<file path="config.mk">
export PLATFORM = sky130hd
export DESIGN_NAME = motion_order_mixer
export DESIGN_NICKNAME = d
export VERILOG_FILES = /design/src/hw/rtl/mom_pkg.sv /design/src/hw/rtl/motion_order_mixer.sv /design/src/hw/rtl/mom_table.sv /design/src/hw/rtl/mom_sum.sv
export SDC_FILE = /design/constraint.sdc
export NUM_CORES = 2
export LEC_CHECK = 0
export ABC_AREA = 1
export ABC_CLOCK_PERIOD_IN_PS = 24800
export CAP_MARGIN = 20
export CORE_AREA = 2 2 200 300
export DETAILED_ROUTE_END_ITERATION = 8
export DIE_AREA = 0 0 202 302
export DONT_BUFFER_PORTS = 1
export PLACE_DENSITY = 0.87
export SYNTH_ARGS = -nofsm -noshare
export SYNTH_HDL_FRONTEND = slang
export SYNTH_SLANG_ARGS = --single-unit
</file>
<file path="constraint.sdc">
create_clock -name clk_i -period 24.8 [get_ports clk_i]
set_input_delay 2.48 -clock clk_i [delete_from_list [all_inputs] [get_ports clk_i]]
set_output_delay 2.48 -clock clk_i [all_outputs]
set_load 0.005 [all_outputs]
</file>
<file path="src/hw/rtl/mom_pkg.sv">
// Types and constants of the motion order mixer.
`default_nettype none

package mom_pkg;

  localparam int PROGRAM_SLOTS = 3;
  localparam int SLOT_IDX_W    = (PROGRAM_SLOTS > 1) ? $clog2(PROGRAM_SLOTS) : 1;
  localparam int SLOT_PORT_W   = 4;
  localparam int VEL_W         = 16;
  localparam int KEY_W         = 16;
  localparam int TIME_W        = 32;
  localparam int SUM_W         = 19;
  // Joystick, API and every slot may add in.
  localparam int ACC_W         = VEL_W + 1 + $clog2(PROGRAM_SLOTS + 2);

  localparam logic signed [ACC_W-1:0] SUM_MAX_A = ACC_W'(2 ** (SUM_W - 1) - 1);
  localparam logic signed [ACC_W-1:0] SUM_MIN_A = ACC_W'(-(2 ** (SUM_W - 1)));

  localparam int IN_TDATA_W  = 104;
  localparam int IN_TUSER_W  = 3;
  localparam int OUT_TDATA_W = 64;

  typedef enum logic [2:0] {
    OP_SET_API     = 3'd0,
    OP_SET_JOY     = 3'd1,
    OP_SET_PROGRAM = 3'd2,
    OP_PROG_ENABLE = 3'd3,
    OP_ESTOP       = 3'd4,
    OP_QUERY       = 3'd5
  } op_e;

  typedef struct packed {
    logic signed [VEL_W-1:0] t;
    logic signed [VEL_W-1:0] y;
    logic signed [VEL_W-1:0] x;
  } vel_t;

  typedef struct packed {
    op_e               op;
    logic [KEY_W-1:0]  key;
    vel_t              vel;
    logic              en;
    logic [TIME_W-1:0] now;
  } mom_req_t;

  // Orders as they stand after the current request.
  typedef struct packed {
    logic                           api_en;
    vel_t                           api_vel;
    vel_t                           joy_vel;
    logic [PROGRAM_SLOTS-1:0]       slot_en;
    vel_t [PROGRAM_SLOTS-1:0]       slot_vel;
  } mom_view_t;

  typedef struct packed {
    logic                  matched;
    logic [SLOT_IDX_W-1:0] idx;
  } mom_hit_t;

endpackage

`default_nettype wire

</file>
<file path="src/hw/rtl/motion_order_mixer.sv">
// Top level of the motion order mixer: request register, table, adder, result register.
//
//   channel   dir  tdata fields (lsb first)                          tuser
//   s_axis    in   program_key, velocity_x, velocity_y, turn_rate,   operation
//                  enable_flag, now_ms
//   m_axis    out  sum_x, sum_y, sum_turn, slot_index, key_matched   -
//
// One request per cycle, sustained while m_axis is not stalled. An accepted
// request waits in the request register and is applied to the table and
// written to the result register at the same edge, once the result register
// is free or being emptied.
// The table update, key lookup and five-term add all sit between the request
// register and the result register.
// Reset clears the table (all orders, keys, timestamps and enables) and both
// valid flags.
// A stalled result holds the request register; one more request is taken
// while the result waits, then s_axis_tready drops.
`default_nettype none

module motion_order_mixer (
  input  wire logic                            clk_i,
  input  wire logic                            rst_ni,
  input  wire logic                            s_axis_tvalid,
  output logic                                 s_axis_tready,
  // [15:0] program_key, [31:16] velocity_x, [47:32] velocity_y,
  // [63:48] turn_rate, [64] enable_flag, [96:65] now_ms, [103:97] zero
  input  wire logic [mom_pkg::IN_TDATA_W-1:0]  s_axis_tdata,
  // [2:0] operation
  input  wire logic [mom_pkg::IN_TUSER_W-1:0]  s_axis_tuser,
  output logic                                 m_axis_tvalid,
  input  wire logic                            m_axis_tready,
  // [18:0] sum_x, [37:19] sum_y, [56:38] sum_turn, [60:57] slot_index,
  // [61] key_matched, [63:62] zero
  output logic [mom_pkg::OUT_TDATA_W-1:0]      m_axis_tdata
);
  import mom_pkg::*;

  logic                   in_vld_q, in_vld_d;
  mom_req_t               in_req_q;
  logic                   out_vld_q, out_vld_d;
  logic [OUT_TDATA_W-1:0] out_data_q, out_data_d;

  logic                   s_acc;
  logic                   advance;
  mom_req_t               req_new;
  mom_view_t              view;
  mom_hit_t               hit;
  logic [SUM_W-1:0]       sum_x, sum_y, sum_t;

  // Apply the held request when the result register is free or being emptied.
  assign advance       = in_vld_q && (!out_vld_q || m_axis_tready);
  assign s_axis_tready = !in_vld_q || advance;
  assign s_acc         = s_axis_tvalid && s_axis_tready;

  // Unpack the incoming request.
  always_comb begin
    req_new.op  = op_e'(s_axis_tuser[2:0]);
    req_new.key = s_axis_tdata[15:0];
    req_new.vel = vel_t'(s_axis_tdata[63:16]);
    req_new.en  = s_axis_tdata[64];
    req_new.now = s_axis_tdata[96:65];
  end

  mom_table u_table (
    .clk_i     (clk_i),
    .rst_ni    (rst_ni),
    .advance_i (advance),
    .req_i     (in_req_q),
    .view_o    (view),
    .hit_o     (hit)
  );

  mom_sum u_sum (
    .view_i  (view),
    .sum_x_o (sum_x),
    .sum_y_o (sum_y),
    .sum_t_o (sum_t)
  );

  always_comb begin
    in_vld_d = in_vld_q;
    if (s_acc) begin
      in_vld_d = 1'b1;
    end else if (advance) begin
      in_vld_d = 1'b0;
    end
  end

  always_comb begin
    out_vld_d  = out_vld_q;
    out_data_d = out_data_q;
    if (advance) begin
      out_vld_d  = 1'b1;
      out_data_d = {2'b00, hit.matched, SLOT_PORT_W'(hit.idx), sum_t, sum_y, sum_x};
    end else if (m_axis_tready) begin
      out_vld_d = 1'b0;
    end
  end

  always_ff @(posedge clk_i or negedge rst_ni) begin
    if (!rst_ni) begin
      in_vld_q  <= 1'b0;
      out_vld_q <= 1'b0;
    end else begin
      in_vld_q  <= in_vld_d;
      out_vld_q <= out_vld_d;
    end
  end

  // Payload registers: no reset.
  always_ff @(posedge clk_i) begin
    if (s_acc) begin
      in_req_q <= req_new;
    end
    out_data_q <= out_data_d;
  end

  assign m_axis_tvalid = out_vld_q;
  assign m_axis_tdata  = out_data_q;

endmodule

`default_nettype wire

</file>
<file path="src/hw/rtl/mom_table.sv">
// Order table: key lookup, slot replacement and per-request state update.
`default_nettype none

module mom_table (
  input  wire logic              clk_i,
  input  wire logic              rst_ni,
  input  wire logic              advance_i,
  input  wire mom_pkg::mom_req_t req_i,
  output mom_pkg::mom_view_t     view_o,
  output mom_pkg::mom_hit_t      hit_o
);
  import mom_pkg::*;

  logic                                  api_en_q, api_en_d;
  vel_t                                  api_vel_q, api_vel_d;
  vel_t                                  joy_vel_q, joy_vel_d;
  logic [PROGRAM_SLOTS-1:0][KEY_W-1:0]   key_q, key_d;
  logic [PROGRAM_SLOTS-1:0]              key_vld_q, key_vld_d;
  logic [PROGRAM_SLOTS-1:0][TIME_W-1:0]  time_q, time_d;
  logic [PROGRAM_SLOTS-1:0]              en_q, en_d;
  vel_t [PROGRAM_SLOTS-1:0]              vel_q, vel_d;

  logic                  found;
  logic [SLOT_IDX_W-1:0] found_idx;
  logic [SLOT_IDX_W-1:0] old_idx;
  logic [TIME_W-1:0]     best_time;
  logic [SLOT_IDX_W-1:0] prog_idx;

  // Lowest valid slot holding the key.
  always_comb begin
    found     = 1'b0;
    found_idx = '0;
    for (int k = PROGRAM_SLOTS - 1; k >= 0; k--) begin
      if (key_vld_q[k] && (key_q[k] == req_i.key)) begin
        found     = 1'b1;
        found_idx = SLOT_IDX_W'(k);
      end
    end
  end

  // Least recent timestamp; ties go to the highest slot.
  always_comb begin
    old_idx   = '0;
    best_time = time_q[0];
    for (int k = 1; k < PROGRAM_SLOTS; k++) begin
      if (time_q[k] <= best_time) begin
        best_time = time_q[k];
        old_idx   = SLOT_IDX_W'(k);
      end
    end
  end

  assign prog_idx = found ? found_idx : old_idx;

  always_comb begin
    api_en_d  = api_en_q;
    api_vel_d = api_vel_q;
    joy_vel_d = joy_vel_q;
    key_d     = key_q;
    key_vld_d = key_vld_q;
    time_d    = time_q;
    en_d      = en_q;
    vel_d     = vel_q;
    hit_o     = '0;
    case (req_i.op)
      OP_SET_API: begin
        api_en_d  = 1'b1;
        api_vel_d = req_i.vel;
      end
      OP_SET_JOY: begin
        joy_vel_d = req_i.vel;
      end
      OP_SET_PROGRAM: begin
        key_d[prog_idx]     = req_i.key;
        key_vld_d[prog_idx] = 1'b1;
        en_d[prog_idx]      = 1'b1;
        time_d[prog_idx]    = req_i.now;
        vel_d[prog_idx]     = req_i.vel;
        hit_o.matched       = found;
        hit_o.idx           = prog_idx;
      end
      OP_PROG_ENABLE: begin
        if (found) begin
          en_d[found_idx] = req_i.en;
          hit_o.matched   = 1'b1;
          hit_o.idx       = found_idx;
        end
      end
      OP_ESTOP: begin
        api_en_d  = 1'b0;
        api_vel_d = '0;
        joy_vel_d = '0;
        en_d      = '0;
        vel_d     = '0;
      end
      default: begin
      end
    endcase
  end

  always_comb begin
    view_o.api_en   = api_en_d;
    view_o.api_vel  = api_vel_d;
    view_o.joy_vel  = joy_vel_d;
    view_o.slot_en  = en_d;
    view_o.slot_vel = vel_d;
  end

  always_ff @(posedge clk_i or negedge rst_ni) begin
    if (!rst_ni) begin
      api_en_q  <= 1'b0;
      api_vel_q <= '0;
      joy_vel_q <= '0;
      key_q     <= '0;
      key_vld_q <= '0;
      time_q    <= '0;
      en_q      <= '0;
      vel_q     <= '0;
    end else if (advance_i) begin
      api_en_q  <= api_en_d;
      api_vel_q <= api_vel_d;
      joy_vel_q <= joy_vel_d;
      key_q     <= key_d;
      key_vld_q <= key_vld_d;
      time_q    <= time_d;
      en_q      <= en_d;
      vel_q     <= vel_d;
    end
  end

endmodule

`default_nettype wire

</file>
<file path="src/hw/rtl/mom_sum.sv">
// Adder of the enabled orders with saturation to the result width.
`default_nettype none

module mom_sum (
  input  wire mom_pkg::mom_view_t        view_i,
  output logic [mom_pkg::SUM_W-1:0]      sum_x_o,
  output logic [mom_pkg::SUM_W-1:0]      sum_y_o,
  output logic [mom_pkg::SUM_W-1:0]      sum_t_o
);
  import mom_pkg::*;

  logic signed [ACC_W-1:0] acc_x, acc_y, acc_t;

  function automatic logic [SUM_W-1:0] sat(input logic signed [ACC_W-1:0] a);
    if (a > SUM_MAX_A) begin
      return {1'b0, {(SUM_W - 1){1'b1}}};
    end else if (a < SUM_MIN_A) begin
      return {1'b1, {(SUM_W - 1){1'b0}}};
    end
    return a[SUM_W-1:0];
  endfunction

  always_comb begin
    acc_x = ACC_W'(view_i.joy_vel.x);
    acc_y = ACC_W'(view_i.joy_vel.y);
    acc_t = ACC_W'(view_i.joy_vel.t);
    if (view_i.api_en) begin
      acc_x = acc_x + ACC_W'(view_i.api_vel.x);
      acc_y = acc_y + ACC_W'(view_i.api_vel.y);
      acc_t = acc_t + ACC_W'(view_i.api_vel.t);
    end
    for (int k = 0; k < PROGRAM_SLOTS; k++) begin
      if (view_i.slot_en[k]) begin
        acc_x = acc_x + ACC_W'(view_i.slot_vel[k].x);
        acc_y = acc_y + ACC_W'(view_i.slot_vel[k].y);
        acc_t = acc_t + ACC_W'(view_i.slot_vel[k].t);
      end
    end
  end

  assign sum_x_o = sat(acc_x);
  assign sum_y_o = sat(acc_y);
  assign sum_t_o = sat(acc_t);

endmodule

`default_nettype wire

</file>
==> results.py <==
metrics = {
    "drt": {
        "antenna_violating_nets_post_route": 0,
        "vias_post_dr": 34700,
        "drc": 0,
        "routed_wl_um": 101000,
        "drtIter0Drc": 3219,
        "detailedRoute.firstPassIterationCount": 6,
        "drt-vias-per-instance": 5.89,
        "routedWlPerCell_um": 17.2,
    },
    "min_path": {
        "worst_hold_path.endpoint": "u_table.key_vld_q[0]",
        "hold_depth": 2,
        "holdCritPathClass": "reg2reg",
        "min-delay-start": "u_table.key_vld_q[0]",
    },
    "yosys": {
        "synth_fa_ha_area_frac": 0.0970,
        "yosysWarningCount": 0,
        "combinational_family_with_the_most_area_after_synthesis": "simple AND/OR/NAND/NOR gates",
        "synth-compound-area-share": 0.200,
        "sequential_cell_area_fraction_in_the_yosys_report": 0.379,
        "synthFlopType": "dfrtp_1",
        "syn-cell-area_um2": 38600,
        "postSynth.asyncResetShare": 0.711,
        "synthSimpleGateAreaFrac": 0.204,
        "synth_enable_flop_cells": 160,
        "synth.distinct_cells": 65,
        "synthXorXnorAreaFrac": 0.0306,
        "syn-instance-count": 5195,
        "synthDominantAreaCellType": "dfrtp_1",
        "area_share_of_the_leading_cell_type_in_the_synthesized_netlist": 0.255,
        "muxShareOfSynthArea": 0,
        "synthTopCellsByArea": "dfrtp_1, nand2_1, edfxtp_1, ha_1, o21ai_0",
        "synth.avg_cell_area_um2": 7.43,
        "yosys_register_bits": 553,
    },
    "sta": {
        "achievable-frequency_mhz": 86.0,
        "setup_repair_after_global_routing_missed_its_margin": "no",
        "finalHoldViolations": 0,
        "post-route-worst-setup-slack_ns": 13.18,
        "timing.max_slew.rel_slack": 0.318,
        "fin_setup_tns_ns": 0,
        "final-max-slew-violation-count": 0,
        "worst-slew-pin-transition_ns": 1.02,
        "finalWorstPathRequiredPeriod_ns": 11.62,
        "final.setup_skew_ns": 0.0266,
        "final.period_utilization": 0.469,
        "setup_viol_count_final": 0,
    },
    "die": {
        "die-width_um": 202,
        "die_h_um": 302,
        "core_region_area_um2": 58500,
        "initial_core_util": 0.660,
        "rows": 109,
        "die_area_um2": 61000,
        "num_io_pins": 177,
    },
    "global_routing": {
        "grt_pass1_wl_um": 164000,
        "grtUsageTotal": 0.332,
        "grt_pass1_vias": 33100,
        "globalRoute.totalOverflow": 0,
        "antenna_violations_before_repair": 2,
        "largest_net_degree_at_the_start_of_global_routing": 394,
    },
    "placement": {
        "place_hpwl_um": 71500,
        "port_buffers": 0,
        "place_congestion": 0.938,
        "pre_cts_slack_ns": 13.37,
    },
    "setup_path": {
        "worstSetupStartpointType": "register",
        "worst_setup_path_end_kind": "register",
        "cp.required_ns": 25.16,
        "reg2reg_depth": 64,
        "critical_path_class": "reg2reg",
        "critPathMostFrequentCell": "nand2_1",
        "rr_endpoint": "m_axis_tdata[33]",
        "worst_path_max_delay_cell": "buf_4",
        "setup.reg_to_reg.worst_slack_ns": 13.18,
        "worstPathArrival_ns": 11.98,
        "r2r_start": "u_table.time_q[31]",
        "cp_slowest_stage_delay_ns": 0.54,
        "worstPathMaxFanout": 60,
    },
    "cts": {
        "postCtsResizedCells": 0,
        "cts.reportedPaths.clkPinSlew_ns": 0.06,
        "cts-root-to-sink-buffers": 3,
        "post-cts-setup-buffer-count": 0,
        "cts-buffers-inserted": 56,
        "cts_hold_buf": 0,
        "cts.root.buffer_cell": "clkbuf_16",
        "cts_tree": "built",
        "cts_max_level": 2,
        "worstSkewPairLatency_ns": 0.64,
        "clkSinkCount": 553,
    },
    "cells_and_area": {
        "finalNetCount": 5468,
        "fillCellCount": 4712,
        "final_layout_size_suffix_gt1_frac": 0.0475,
        "area_growth_syn_to_layout_pct": 5.66,
        "layout_commonest_cell": "nand2_1",
        "highest_count_cells_in_the_layout_ignoring_fill_and_taps": "nand2_1, o21ai_0, inv_1",
    },
    "run_status": {
        "run_status": "complete, no violations",
    },
    "job": {
        "maxCapViolations": 0,
    },
}
==> synth_stat cells (66+ instances only) <==
master,count
a21oi_1,325
a22oi_1,66
clkbuf_1,163
dfrtp_1,393
edfxtp_1,160
ha_1,280
inv_1,646
nand2_1,1363
nand3_1,109
nor2_1,266
o21ai_0,693
o22ai_1,154
xor2_1,82
==> routing by layer <==
layer	GRT usage	up-vias	share of wire
li1	-	17000	-
met5	0	-	0.00018
met3	0.0432	246	0.070
met1	0.436	16100	0.42
met4	0.134	2	0.036
met2	0.558	1311	0.47
==> cell type report <==
class,instances,area (µm²),area share
antenna,2,5.00,0.000123
clock buffer,76,1560,0.0382
clock inverter,30,231,0.00567
inverter,675,2540,0.0624
multi-input combinational,3748,20600,0.504
sequential,553,14600,0.359
tap,777,972,0.0238
timing repair buffer,31,270,0.00663
==> through the flow <==
stage | hold slack, ns | util | instances | cell area (µm²)
2_1_floorplan | 0.434 | - | 5198 | 38600
3_3_place_gp | 0.456 | 0.666 | 5783 | 39000
3_5_place_dp | 0.473 | 0.667 | 5784 | 39000
4_1_cts | 0.489 | 0.697 | 5890 | 40800
5_1_grt | 0.507 | 0.697 | 5890 | 40800
6_report | 0.482 | 0.697 | 5892 | 40800
==> worst max-delay path, delay by kind of cell, from the launching register on <==
family          cells  cell delay (ns)
simple gates       30             4.34
compound gates     17             2.85
fa+ha+maj           6             1.88
buf+inv             9             1.66
flops               1             0.35
xor+xnor            2             0.19
==> kinds of logic after synthesis <==
| family | Yosys count |
|---|---|
| buffers and inverters | 897 |
| other | 1 |
| adders and majority gates | 292 |
| AOI/OAI and AO/OA | 1404 |
| DFF | 553 |
| xor gates and xnor gates | 135 |
| and+or+nand+nor | 1913 |
==> how the worst max path moves through the flow <==
stage | startpoint | to | slack (ns) | cells past startpoint
CTS | u_table.time_q[31] | m_axis_tdata[19] | 13.33 | 64
floorplan | u_table.time_q[29] | m_axis_tdata[26] | 15.61 | 68
detailed placement | u_table.time_q[31] | m_axis_tdata[23] | 13.37 | 64
finish | u_table.time_q[31] | m_axis_tdata[33] | 13.18 | 64
global route | u_table.time_q[31] | m_axis_tdata[7] | 11.99 | 65
global placement | u_table.time_q[63] | m_axis_tdata[30] | 13.03 | 62
==> registers in the layout (all words and copies together) (netlist names) <==
register	cells
u_table.vel_q	144
in_req_q	100
u_table.time_q	96
m_axis_tdata	60
u_table.api_vel_q	48
u_table.joy_vel_q	48
u_table.key_q	48
u_table.en_q	3
u_table.key_vld_q	3
in_vld_q	1
m_axis_tvalid	1
u_table.api_en_q	1
Power is not shown: default switching activity piles up to over one toggle a cycle in this logic, so the estimate is an artifact.
